### src/rtl/bpl_pkg.sv
// shared types, codes and constants for the bracket program loader
// no dependencies; compiled first
package bpl_pkg;

   localparam int DEF_CODE_DEPTH  = 4096;
   localparam int DEF_LABEL_DEPTH = 256;

   // fixed field widths of the channel words
   localparam int EVENT_W = 3;
   localparam int CHAR_W  = 8;
   localparam int POS_W   = 13;
   localparam int LABEL_W = 8;
   localparam int COUNT_W = 9;

   localparam logic CMD_CHAR = 1'b0;
   localparam logic CMD_END  = 1'b1;

   localparam logic [CHAR_W-1:0] CH_PLUS  = 8'h2B;
   localparam logic [CHAR_W-1:0] CH_MINUS = 8'h2D;
   localparam logic [CHAR_W-1:0] CH_LT    = 8'h3C;
   localparam logic [CHAR_W-1:0] CH_GT    = 8'h3E;
   localparam logic [CHAR_W-1:0] CH_DOT   = 8'h2E;
   localparam logic [CHAR_W-1:0] CH_COMMA = 8'h2C;
   localparam logic [CHAR_W-1:0] CH_OPEN  = 8'h5B;
   localparam logic [CHAR_W-1:0] CH_CLOSE = 8'h5D;

   typedef enum logic [EVENT_W-1:0] {
      EV_IGNORED,
      EV_OP,
      EV_OPEN,
      EV_CLOSE_OK,
      EV_CLOSE_BAD,
      EV_END
   } bpl_event_type;

   typedef struct packed {
      bpl_event_type       event_res;
      logic [CHAR_W-1:0]   op_code;
      logic [POS_W-1:0]    code_position;
      logic [LABEL_W-1:0]  label_index;
      logic [POS_W-1:0]    open_position;
      logic [POS_W-1:0]    code_size;
      logic [COUNT_W-1:0]  label_count;
      logic                open_unmatched;
      logic                close_unmatched;
      logic                overflow;
   } bpl_rsp_type;

   typedef struct packed {
      logic push;
      logic pop;
      logic clear;
   } bpl_stack_op_type;

   function automatic logic is_operator(input logic [CHAR_W-1:0] ch);
      return ch inside {CH_PLUS, CH_MINUS, CH_LT, CH_GT, CH_DOT, CH_COMMA, CH_OPEN, CH_CLOSE};
   endfunction

endpackage

### src/rtl/bpl_if.sv


interface bpl_rsp_if;
   import bpl_pkg::*;
   logic               valid;
   logic               ready;
   logic [EVENT_W-1:0] event_res;
   logic [CHAR_W-1:0]  op_code;
   logic [POS_W-1:0]   code_position;
   logic [LABEL_W-1:0] label_index;
   logic [POS_W-1:0]   open_position;
   logic [POS_W-1:0]   code_size;
   logic [COUNT_W-1:0] label_count;
   logic               open_unmatched;
   logic               close_unmatched;
   logic               overflow;

   modport source (output valid, event_res, op_code, code_position, label_index,
                   open_position, code_size, label_count, open_unmatched,
                   close_unmatched, overflow, input ready);
   modport sink (input valid, event_res, op_code, code_position, label_index,
                 open_position, code_size, label_count, open_unmatched,
                 close_unmatched, overflow, output ready);
endinterface

### src/rtl/bpl_rsp_buf.sv
// two-word result buffer: output register plus skid slot
// depends on bpl_pkg and bpl_rsp_if
module bpl_rsp_buf (
   input  logic                 clock,
   input  logic                 reset,
   input  logic                 push,
   input  bpl_pkg::bpl_rsp_type push_data,
   output logic                 can_accept,
   bpl_rsp_if.source            rsp_if
);
   import bpl_pkg::*;

   logic [1:0]  count_ff, count_in;
   bpl_rsp_type slot0_ff, slot0_in;
   bpl_rsp_type slot1_ff, slot1_in;
   logic        pop;

   assign pop        = rsp_if.valid && rsp_if.ready;
   assign can_accept = (count_ff != 2'd2);

   always_comb begin
      slot0_in = slot0_ff;
      slot1_in = slot1_ff;
      count_in = count_ff + {1'b0, push} - {1'b0, pop};
      if (pop) begin
         slot0_in = (count_ff == 2'd2) ? slot1_ff : push_data;
      end
      if (push && count_ff == 2'd0) begin
         slot0_in = push_data;
      end
      if (push && count_ff == 2'd1 && !pop) begin
         slot1_in = push_data;
      end
   end

   always_ff @(posedge clock) begin
      if (reset) begin
         count_ff <= '0;
      end else begin
         count_ff <= count_in;
      end
      slot0_ff <= slot0_in;
      slot1_ff <= slot1_in;
   end

   assign rsp_if.valid           = (count_ff != 2'd0);
   assign rsp_if.event_res       = slot0_ff.event_res;
   assign rsp_if.op_code         = slot0_ff.op_code;
   assign rsp_if.code_position   = slot0_ff.code_position;
   assign rsp_if.label_index     = slot0_ff.label_index;
   assign rsp_if.open_position   = slot0_ff.open_position;
   assign rsp_if.code_size       = slot0_ff.code_size;
   assign rsp_if.label_count     = slot0_ff.label_count;
   assign rsp_if.open_unmatched  = slot0_ff.open_unmatched;
   assign rsp_if.close_unmatched = slot0_ff.close_unmatched;
   assign rsp_if.overflow        = slot0_ff.overflow;
endmodule

### src/flat_wrapper.sv
// flat-port wrapper written by rule: the top's interface ports become plain ports
module bpl_rsp_buf_flat import bpl_pkg::*;
  (clock, reset, push, push_data, can_accept, rsp_if_valid, rsp_if_event_res, rsp_if_op_code, rsp_if_code_position, rsp_if_label_index, rsp_if_open_position, rsp_if_code_size, rsp_if_label_count, rsp_if_open_unmatched, rsp_if_close_unmatched, rsp_if_overflow, rsp_if_ready);
  bpl_rsp_if rsp_if_i ();
  input  logic clock;
  input  logic reset;
  input  logic push;
  input  bpl_pkg::bpl_rsp_type push_data;
  output logic can_accept;
  output wire logic [$bits(rsp_if_i.valid)-1:0] rsp_if_valid;
  output wire logic [$bits(rsp_if_i.event_res)-1:0] rsp_if_event_res;
  output wire logic [$bits(rsp_if_i.op_code)-1:0] rsp_if_op_code;
  output wire logic [$bits(rsp_if_i.code_position)-1:0] rsp_if_code_position;
  output wire logic [$bits(rsp_if_i.label_index)-1:0] rsp_if_label_index;
  output wire logic [$bits(rsp_if_i.open_position)-1:0] rsp_if_open_position;
  output wire logic [$bits(rsp_if_i.code_size)-1:0] rsp_if_code_size;
  output wire logic [$bits(rsp_if_i.label_count)-1:0] rsp_if_label_count;
  output wire logic [$bits(rsp_if_i.open_unmatched)-1:0] rsp_if_open_unmatched;
  output wire logic [$bits(rsp_if_i.close_unmatched)-1:0] rsp_if_close_unmatched;
  output wire logic [$bits(rsp_if_i.overflow)-1:0] rsp_if_overflow;
  input wire logic [$bits(rsp_if_i.ready)-1:0] rsp_if_ready;
  assign rsp_if_valid = rsp_if_i.valid;
  assign rsp_if_event_res = rsp_if_i.event_res;
  assign rsp_if_op_code = rsp_if_i.op_code;
  assign rsp_if_code_position = rsp_if_i.code_position;
  assign rsp_if_label_index = rsp_if_i.label_index;
  assign rsp_if_open_position = rsp_if_i.open_position;
  assign rsp_if_code_size = rsp_if_i.code_size;
  assign rsp_if_label_count = rsp_if_i.label_count;
  assign rsp_if_open_unmatched = rsp_if_i.open_unmatched;
  assign rsp_if_close_unmatched = rsp_if_i.close_unmatched;
  assign rsp_if_overflow = rsp_if_i.overflow;
  assign rsp_if_i.ready = rsp_if_ready;
  bpl_rsp_buf u_core (.clock(clock), .reset(reset), .push(push), .push_data(push_data), .can_accept(can_accept), .rsp_if(rsp_if_i));
endmodule
### config.mk
export PLATFORM = sky130hd
export DESIGN_NAME = bpl_rsp_buf_flat
export DESIGN_NICKNAME = d
export VERILOG_FILES = /design/src/rtl/bpl_pkg.sv /design/src/rtl/bpl_if.sv /design/src/rtl/bpl_rsp_buf.sv /design/src/flat_wrapper.sv
export SDC_FILE = /design/constraint.sdc
export NUM_CORES = 1
export LEC_CHECK = 0
export ABC_AREA = 1
export BUFFER_PORTS_ARGS = -buffer_cell sky130_fd_sc_hd__buf_2
export CORE_ASPECT_RATIO = 1.4
export CORE_UTILIZATION = 47
export DETAILED_ROUTE_END_ITERATION = 10
export GPL_TIMING_DRIVEN = 0
export HOLD_SLACK_MARGIN = 0.02
export PLACE_DENSITY_LB_ADDON = 0.3
export SYNTH_ARGS = -nofsm -noshare
export SYNTH_HDL_FRONTEND = slang
export SYNTH_SLANG_ARGS = --single-unit
### constraint.sdc
create_clock -name clock -period 8.3 [get_ports clock]
set_input_delay 1.245 -clock clock [delete_from_list [all_inputs] [get_ports clock]]
set_output_delay 1.245 -clock clock [all_outputs]
set_load 0.02 [all_outputs]
==> results.json, run 1 <==
{
  "status": "completed",
  "power.leakage_nw": 3.027,
  "vdd_drop_max_mv": 0.1732,
  "setup_violations": 0,
  "synth.distinct_cells": 15,
  "ys_ff_latch": 142,
  "synthAdderAreaFrac_pct": 0.4579,
  "grt_max_degree": 31,
  "area_growth_syn_to_layout_pct": 29.01,
  "antenna_cells": 0,
  "powerDensity_mw_per_mm2": 377.7,
  "drc": 0,
  "required_ns": 8.41,
  "stdcell_area_mm2": 0.007051,
  "placedInstanceArea_mm2": 0.006524,
  "critPathArrivalTime_ns": 2.71,
  "pin_count": 146,
  "synth-seq-area-share_pct": 77.66,
  "routabilityCongestion": 0.7676,
  "path_class": "primary input to flop",
  "clockPowerShare_pct": 25.4,
  "fin_skew_ns": 0.005628,
  "drtPass1Iterations": 4,
  "synthesis.nets": 474,
  "die_w_um": 93.14,
  "place_hpwl_um": 7572,
  "drt-initial-drc-count": 192,
  "switching_share_pct": 34.26,
  "worst_pin_slew_ns": 0.6671,
  "grt-ovfl-total": 0,
  "cts.reportedPaths.clkPinSlew_ns": 0.06,
  "yosys.area_share.simple_pct": 16.96,
  "initial_core_util_pct": 48.20,
  "yosys_warnings": 0,
  "critPathCaptureType": "flop",
  "root_buffer": "clkbuf_16",
  "cp_max_fo": 12,
  "dieArea_mm2": 0.01207,
  "internal-power_mw": 1.751,
  "synthArstFlopShare_pct": 0,
  "cts_buffers": 17,
  "cts_resized": 0,
  "port_buffers": 145,
  "clock_latency_ns": 0.40,
  "power.net_switching_mw": 0.9124,
  "clockBufferDepth": 2,
  "post-route-util_pct": 62.18,
  "syn_inst": 398,
  "vias": 3605,
  "grt_setup_unrepaired": "false",
  "cts_htree_levels": 4,
  "synth_xor_area_share_pct": 0,
  "synth_ff_type": "edfxtp_1",
  "hold_viol": 0,
  "num_rows": 46,
  "coreArea_mm2": 0.01134,
  "pwr-share-seq_pct": 41.8,
  "grt_pass1_vias": 3515,
  "avgViaCountPerCell": 4.972,
  "cts_tree": "built",
  "synth_top_family_by_area": "simple AND/OR/NAND/NOR gates",
  "postSynthAreaPerCell_um2": 13.73,
  "grt_usage_pct": 19.01,
  "synth-edff-count": 140,
  "drv_slew": 0,
  "routed_wl_um": 11040,
  "hp-class": "flop to flop",
  "cts_num_sinks": 142,
  "post-cts-setup-buffer-count": 0,
  "wl_per_cell_um": 15.22,
  "slew_headroom_pct": 55.36,
  "postCtsHoldBufs": 0,
  "grt_pass1_wl_um": 17140,
  "drive_gt1_share_pct": 36.32,
  "chipHeight_um": 129.6,
  "syn_area_mm2": 0.005465,
  "max_freq_ghz": 0.3841,
  "synthMuxAreaShare_pct": 0,
  "antenna_found_initial": 0,
  "ant_nets": 0,
  "synth-compound-area-share_pct": 0.1832,
  "drv_cap": 0,
  "nNetsFinal": 646,
  "startpoint_type": "primary input",
  "timing.final.crit_share_pct": 31.37,
  "power_frac_comb_pct": 32.9,
  "min_period_ns": 2.604
}
## per-layer routing
layer  GRT usage (%)  up-vias  part of all wire [%]
met2           32.92      128                    53
met4           8.778        0                   2.1
li1                -     1747                     -
met5               0        -                     0
met1           22.49     1713                    40
met3           4.343       17                   5.1
## worst paths after layout
kind                           endpoint  cells past startpoint  slack (ns)           startpoint
max                 u_core.slot1_ff[36]                      6        5.70         rsp_if_ready
min          u_core.rsp_if.code_size[8]                      2        0.54  u_core.slot1_ff[20]
max reg2reg         u_core.slot1_ff[36]                      6        6.19   u_core.count_ff[1]
min reg2reg  u_core.rsp_if.code_size[8]                      2        0.54  u_core.slot1_ff[20]
## cell families after synthesis
| logic type | count (synthesis) |
|---|---|
| flops | 142 |
| fa+ha+maj | 2 |
| buf+inv | 32 |
| compound gates | 2 |
| simple gates | 220 |
## flip-flops by register name, summed over array words and instances (netlist names)
register,flops
u_core.count_ff,2
u_core.rsp_if.close_unmatched,1
u_core.rsp_if.code_position,13
u_core.rsp_if.code_size,13
u_core.rsp_if.event_res,3
u_core.rsp_if.label_count,9
u_core.rsp_if.label_index,8
u_core.rsp_if.op_code,8
u_core.rsp_if.open_position,13
u_core.rsp_if.open_unmatched,1
u_core.rsp_if.overflow,1
u_core.slot1_ff,70
## synthesized netlist by cell type (2+ instances only)
library cell  number  area share, %
ha_1               2           0.46
inv_2              2           0.14
edfxtp_1         140             77
buf_4              8            1.1
buf_6             14            2.9
dfxtp_1            2           0.73
inv_1              7           0.48
nand2_2            4           0.46
nand2_1          142            9.8
nand3_1           71            6.5
nor2_1             2           0.14
## layout make-up
cell class / count / area, µm²
fill: 889 / 4288
sequential: 142 / 4244
multi-input combinational: 224 / 988.4
timing repair buffer: 153 / 852.1
clock buffer: 17 / 425.4
buffer: 23 / 225.2
tap: 144 / 180.2
clock inverter: 13 / 101.3
inverter: 9 / 33.78
## layout by cell type, fill, tap and decap left out, drive strengths merged
| cell | instances |
|---|---|
| nor4 | 1 |
| clkinv | 8 |
| dfxtp | 2 |
| a21oi | 1 |
| buf | 175 |
| nor2 | 2 |
| edfxtp | 140 |
| ha | 2 |
| inv | 10 |
| bufinv | 1 |
| nand2 | 146 |
| clkinvlp | 3 |
| o21ai | 1 |
| clkbuf | 18 |
| nand3 | 71 |
## metrics by stage
stage                     setup TNS (ns)  hold slack (ns)  std cells  power (mW)  worst slack (ns)
after floorplan                        0           0.5244        398       1.715             1.489
after global placement            -57.52           0.5305        687       1.992           -0.8261
after detailed placement               0           0.5324        695       2.010             5.251
after CTS                              0           0.5454        725       2.690             5.676
after global routing                   0           0.5657        725       2.795             5.579
final                                  0           0.5421        725       2.663             5.696
## power groups by stage
stage / combinational, mW / sequential, mW / clock (mW)
floorplan: 0.326 / 1.39 / 0
global placement: 0.818 / 1.17 / 0
detailed placement: 0.883 / 1.13 / 0
CTS: 0.885 / 1.12 / 0.689
global route: 0.946 / 1.13 / 0.716
finish: 0.875 / 1.11 / 0.676
## critical path: stages
cell	delay, ns
buf_2	0.12
nor4_4	0.59
buf_6	0.25
buf_8	0.16
buf_6	0.17
buf_8	0.17
Power figures use the tool's default switching activity.
==> run 2: changes to the inputs <==
--- a/config.mk
+++ b/config.mk
@@ -5,10 +5,10 @@
 export SDC_FILE = /design/constraint.sdc
 export NUM_CORES = 1
 export LEC_CHECK = 0
-export ABC_AREA = 1
+export ABC_AREA = 0
 export BUFFER_PORTS_ARGS = -buffer_cell sky130_fd_sc_hd__buf_2
 export CORE_ASPECT_RATIO = 1.4
-export CORE_UTILIZATION = 47
+export CORE_UTILIZATION = 52
 export DETAILED_ROUTE_END_ITERATION = 10
 export GPL_TIMING_DRIVEN = 0
 export HOLD_SLACK_MARGIN = 0.02
==> constraint.sdc (replaced) <==
create_clock -name clock -period 2.7 [get_ports clock]
set_input_delay 0.405 -clock clock [delete_from_list [all_inputs] [get_ports clock]]
set_output_delay 0.405 -clock clock [all_outputs]
set_load 0.02 [all_outputs]
==> results.json, run 2 <==
{
  "postSynthAreaPerCell_um2": 23.79,
  "cts.reportedPaths.clkPinSlew_ns": 0.06,
  "powerDensity_mw_per_mm2": 1084,
  "dieArea_mm2": 0.01113,
  "grt_max_degree": 41,
  "ys_ff_latch": 142,
  "synth-seq-area-share_pct": 76.24,
  "yosys-top-cells-count": "edfxtp_1 (140), mux2_4 (69), buf_12 (8)",
  "vdd_drop_max_mv": 0.8430,
  "drt-initial-drc-count": 107,
  "drv_cap": 0,
  "syn_area_mm2": 0.005567,
  "final_common_cell": "buf_2",
  "setup_ws_ns": 0.7179,
  "area_growth_syn_to_layout_pct": 29.13,
  "hp-class": "primary input to flop",
  "startpoint_type": "flop",
  "ant_nets": 0,
  "routed_wl_um": 9063,
  "critPathLaunch": "u_core.count_ff[1]",
  "cts_tree": "built",
  "antenna_cells": 0,
  "synthArstFlopShare_pct": 0,
  "largest_reg_flops": 70,
  "vias": 2698,
  "drtPass1Iterations": 5,
  "critPathCapture": "can_accept",
  "r2r_slack_ns": 0.79,
  "path_class": "flop to output port",
  "synthesis.nets": 310,
  "required_ns": 2.30,
  "min_period_ns": 1.982,
  "post-cts-setup-buffer-count": 0,
  "placedInstanceArea_mm2": 0.006585,
  "initial_core_util_pct": 53.50,
  "yosys-top-cells-area": "edfxtp_1 (76%), mux2_4 (19%), buf_12 (2.9%), dfxtp_1 (0.72%), ha_1 (0.45%)",
  "drc": 0,
  "synth_ff_type": "edfxtp_1",
  "port_buffers": 145,
  "synth.distinct_cells": 15,
  "synth_top_cell_by_area": "edfxtp_1",
  "syn_inst": 234,
  "synth.top_cell.area_share_pct": 75.52,
  "power.net_switching_mw": 2.121,
  "coreArea_mm2": 0.01041,
  "cts_num_sinks": 142,
  "final_cell_mix": "buf_2 (145), edfxtp_1 (140), mux2_4 (70), clkbuf_16 (17), buf_12 (9)",
  "crit_slowest_cell": "dfxtp_1",
  "grt_pass1_wl_um": 14230,
  "regMostFlops": "u_core.slot1_ff",
  "yosys_warnings": 0,
  "place_hpwl_um": 6225,
  "post-route-util_pct": 69.08,
  "internal-power_mw": 5.674,
  "grt-ovfl-total": 0,
  "grt_usage_pct": 17.80,
  "routabilityCongestion": 0.7293,
  "status": "completed",
  "crit_top_cell": "buf_12",
  "drv_slew": 0,
  "root_buffer": "clkbuf_16",
  "grt_pass1_vias": 2866,
  "yosysMostFrequentCell": "edfxtp_1",
  "dp_slack_ns": 0.6767,
  "slew_headroom_pct": 44.41,
  "drive_gt1_share_pct": 62.02,
  "reg2reg_from": "u_core.count_ff[0]",
  "cts_htree_levels": 4,
  "cp_max_fo": 10,
  "worst_pin_slew_ns": 0.8311,
  "num_rows": 44,
  "wl_per_cell_um": 16.36,
  "fin_skew_ns": 0.006122,
  "antenna_found_initial": 0,
  "critPathCaptureType": "output port",
  "clockPowerShare_pct": 30.2,
  "reg2reg_depth": 4,
  "clock_latency_ns": 0.40,
  "max_freq_ghz": 0.5045,
  "postCtsHoldBufs": 0,
  "chipHeight_um": 124.4,
  "synth-edff-count": 140,
  "grt_setup_unrepaired": "false",
  "switching_share_pct": 27.21,
  "cts_resized": 0,
  "path_cells": "nor2b_4, buf_12, buf_12, inv_1, buf_2",
  "stdcell_area_mm2": 0.007188,
  "critPathArrivalTime_ns": 1.58,
  "clockBufferDepth": 2,
  "die_w_um": 89.45,
  "power_frac_comb_pct": 29.7,
  "avgViaCountPerCell": 4.870,
  "pwr-share-seq_pct": 40.2,
  "r2r-end": "u_core.slot1_ff[65]",
  "hold_viol": 0,
  "cpPeakStageDelay_ns": 0.45,
  "nNetsFinal": 479,
  "fin_setup_tns_ns": 0,
  "power.leakage_nw": 2.874,
  "setup_violations": 0,
  "holdWs_ns": 0.1622,
  "cts_buffers": 17,
  "timing.final.crit_share_pct": 73.41,
  "pin_count": 146
}
[run 2: cell count changes in the layout (fill, tap and decap cells not counted), sizes merged, moves of 2 or more]
cell,before,now
buf,175,158
clkinvlp,3,1
nand3,71,0
inv,10,4
nor2b,0,2
bufinv,1,4
nand2,146,1
mux2,0,71
[run 2: power by group through the flow]
stage                     Sequential, mW  Clock, mW  Combinational, mW
after floorplan                     3.58          0               1.31
after global placement              3.18          0               2.24
after detailed placement            3.18          0               2.35
after CTS                           3.14       2.40               2.35
after global routing                3.18       2.50               2.46
final                               3.13       2.35               2.31
[run 2: area by class of cell]
class | count | area, µm²
buffer | 8 | 160.2
clock buffer | 19 | 432.9
clock inverter | 13 | 170.2
fill | 680 | 3217
inverter | 3 | 11.26
multi-input combinational | 81 | 1166
sequential | 142 | 4244
tap | 138 | 172.7
timing repair buffer | 150 | 830.8
[run 2: worst max-delay path: cells and delay by family (launching register included)]
| family | cells | cell delay (ns) |
|---|---|---|
| buffers and inverters | 4 | 0.51 |
| flip-flops | 1 | 0.45 |
| AND/OR/NAND/NOR | 1 | 0.21 |
[run 2: cells by family (layout without fill, tap and decap cells)]
kind of cell	count (synthesis)	after routing	synth area share, %
flip-flops	142	142	76.24
multiplexers	71	71	19.02
buffers and inverters	11	193	3.079
AND/OR/NAND/NOR	7	7	0.8091
adder cells (fa/ha/maj)	2	2	0.4495
XOR/XNOR	1	1	0.4046
[run 2: through the flow]
stage / cells / power (mW)
finish: 554 / 7.795
global route: 554 / 8.141
CTS: 554 / 7.890
detailed placement: 522 / 5.521
global placement: 517 / 5.420
floorplan: 234 / 4.890
[run 2: worst min-delay path by stage]
stage	startpoint	endpoint	slack [ns]	depth (start not counted)
5_1_grt	reset	u_core.count_ff[1]	0.15	2
3_3_place_gp	u_core.slot1_ff[51]	u_core.rsp_if.code_position[5]	0.53	1
3_5_place_dp	u_core.slot1_ff[51]	u_core.rsp_if.code_position[5]	0.53	1
6_report	reset	u_core.count_ff[1]	0.16	2
4_1_cts	reset	u_core.count_ff[1]	0.14	2
2_1_floorplan	reset	u_core.count_ff[0]	0.48	1
[run 2: routing by layer]
metal	routed length (µm)	up-vias	track usage (%)
li1	-	1268	-
met1	3638	1310	20.65
met2	4660	99	28.56
met3	490	21	5.765
met4	274	0	9.897
met5	0	-	0
==> run 3: changes to the inputs <==
==> constraint.sdc (replaced) <==
create_clock -name clock -period 1.9 [get_ports clock]
set_input_delay 0.285 -clock clock [delete_from_list [all_inputs] [get_ports clock]]
set_output_delay 0.285 -clock clock [all_outputs]
set_load 0.02 [all_outputs]
==> results.json, run 3 (synthesis gave the netlist of run 2 again) <==
{
  "vdd_drop_max_mv": 1.169,
  "grt_pass1_vias": 2815,
  "path_class": "flop to output port",
  "critPathCaptureType": "output port",
  "routabilityCongestion": 0.7202,
  "drt-initial-drc-count": 67,
  "timing.final.crit_share_pct": 92.62,
  "regMostFlops": "u_core.slot1_ff",
  "hp-start": "reset",
  "cts_htree_levels": 4,
  "routed_wl_um": 9171,
  "initial_core_util_pct": 53.50,
  "fill_cells": 690,
  "grt_setup_unrepaired": "false",
  "area_growth_syn_to_layout_pct": 28.37,
  "cpPeakStageDelay_ns": 0.38,
  "cp_max_fo": 10,
  "worst_pin_slew_ns": 0.5564,
  "critPathArrivalTime_ns": 1.47,
  "drc": 0,
  "reg2reg_from": "u_core.count_ff[1]",
  "chipHeight_um": 124.4,
  "hold_viol": 0,
  "post-route-util_pct": 68.67,
  "pin_count": 146,
  "max_freq_ghz": 0.5682,
  "final_common_cell": "buf_2",
  "cts.reportedPaths.clkPinSlew_ns": 0.06,
  "startpoint_type": "flop",
  "grt_usage_pct": 18.27,
  "drv_slew": 0,
  "antenna_cells": 0,
  "nNetsFinal": 478,
  "powerDensity_mw_per_mm2": 1507,
  "slew_headroom_pct": 62.90,
  "final_cell_mix": "buf_2 (145), edfxtp_1 (140), mux2_4 (69), clkbuf_16 (17), buf_12 (8)",
  "path_cells": "nor2b_4, buf_12, buf_12, inv_1, buf_2",
  "cts_tree": "built",
  "drive_gt1_share_pct": 62.47,
  "root_buffer": "clkbuf_16",
  "clock_latency_ns": 0.40,
  "grt_max_degree": 71,
  "largest_reg_flops": 70,
  "place_hpwl_um": 6039,
  "num_rows": 44,
  "hold_depth": 2,
  "hp-class": "primary input to flop",
  "antenna_found_initial": 0,
  "stdcell_count": 551,
  "status": "completed",
  "ant_nets": 0,
  "crit_slowest_cell": "dfxtp_2",
  "vias": 2637,
  "power.leakage_nw": 2.852,
  "dp.cells": 521,
  "fin_skew_ns": 0.007313,
  "post-cts-setup-buffer-count": 0,
  "postCtsHoldBufs": 0,
  "hold_end": "u_core.count_ff[1]",
  "required_ns": 1.62,
  "r2r-end": "u_core.rsp_if.open_position[0]",
  "die_w_um": 89.45,
  "dieArea_mm2": 0.01113,
  "grt-ovfl-total": 0,
  "setup_violations": 0,
  "grt_pass1_wl_um": 14420,
  "cts_buffers": 17,
  "reg2reg_depth": 2,
  "min_period_ns": 1.760,
  "port_buffers": 145,
  "crit_top_cell": "buf_12",
  "clockBufferDepth": 2,
  "r2r_slack_ns": 0.18,
  "coreArea_mm2": 0.01041,
  "cts_num_sinks": 142,
  "drv_cap": 0,
  "avgViaCountPerCell": 4.786,
  "wl_per_cell_um": 16.64,
  "drtPass1Iterations": 4
}
run 3: changes by cell type in the layout (fill, tap and decap cells not counted), sizes merged:
cell,before,now
inv,4,3
clkinv,7,4
bufinv,4,2
clkbuf,19,23
buf,158,157
run 3: how the worst max path moves through the flow:
stage / from / end / slack (ns)
floorplan: u_core.count_ff[0] / u_core.slot1_ff[0] / -0.67
global placement: push / u_core.slot1_ff[51] / -1.53
detailed placement: u_core.count_ff[1] / u_core.rsp_if.op_code[7] / -0.06
CTS: u_core.count_ff[1] / can_accept / 0.03
global route: u_core.count_ff[1] / can_accept / 0.06
finish: u_core.count_ff[1] / can_accept / 0.14
run 3: worst max-delay path: cells and delay by family, from the launching register on:
family        cells  cell delay, ns
buf+inv           4            0.52
simple gates      1            0.18
flops             1            0.38
run 3: stage by stage:
step | hold WS, ns | setup TNS (ns) | power (mW) | setup WS [ns] | area (µm²)
4_1_cts | 0.03254 | 0 | 10.90 | 0.02662 | 7144
3_3_place_gp | 0.4494 | -109.77 | 7.684 | -1.530 | 6484
5_1_grt | 0.02630 | 0 | 11.25 | 0.06105 | 7146
2_1_floorplan | 0.3492 | -46.79 | 6.955 | -0.6685 | 5585
6_report | 0.04977 | 0 | 10.77 | 0.1402 | 7146
3_5_place_dp | 0.4653 | -3.936 | 7.818 | -0.05830 | 6594
run 3: report_power, final:
| group | total, mW | switching (mW) | internal [mW] |
|---|---|---|---|
| clock network | 3.03 | 1.12 | 1.91 |
| logic | 3.28 | 1.68 | 1.60 |
| registers | 4.46 | 0.158 | 4.30 |
run 3: final cells by class:
type / instances / area (µm²) / area share (%)
clock inverters: 7 / 91.34 / 1.278
inverters: 3 / 11.26 / 0.1576
multi-input cells: 81 / 1180 / 16.51
repair buffers: 149 / 835.8 / 11.70
clock buffers: 23 / 447.9 / 6.269
well taps: 138 / 172.7 / 2.416
plain buffers: 8 / 160.2 / 2.241
flip-flops and latches: 142 / 4247 / 59.43
run 3: per-layer routing:
layer,wire [µm],GRT usage [%]
met1,3612,20.27
met2,4928,30.85
met3,497,6.494
met5,0,0
met4,133,8.030
run 3: what timing repair did:
item / 4_1_cts / 5_1_grt
resized for setup: 1 / 1
hold endpoints to repair: 0 / 0
pin swaps: 0 / 0
setup endpoints to repair: 70 / 1
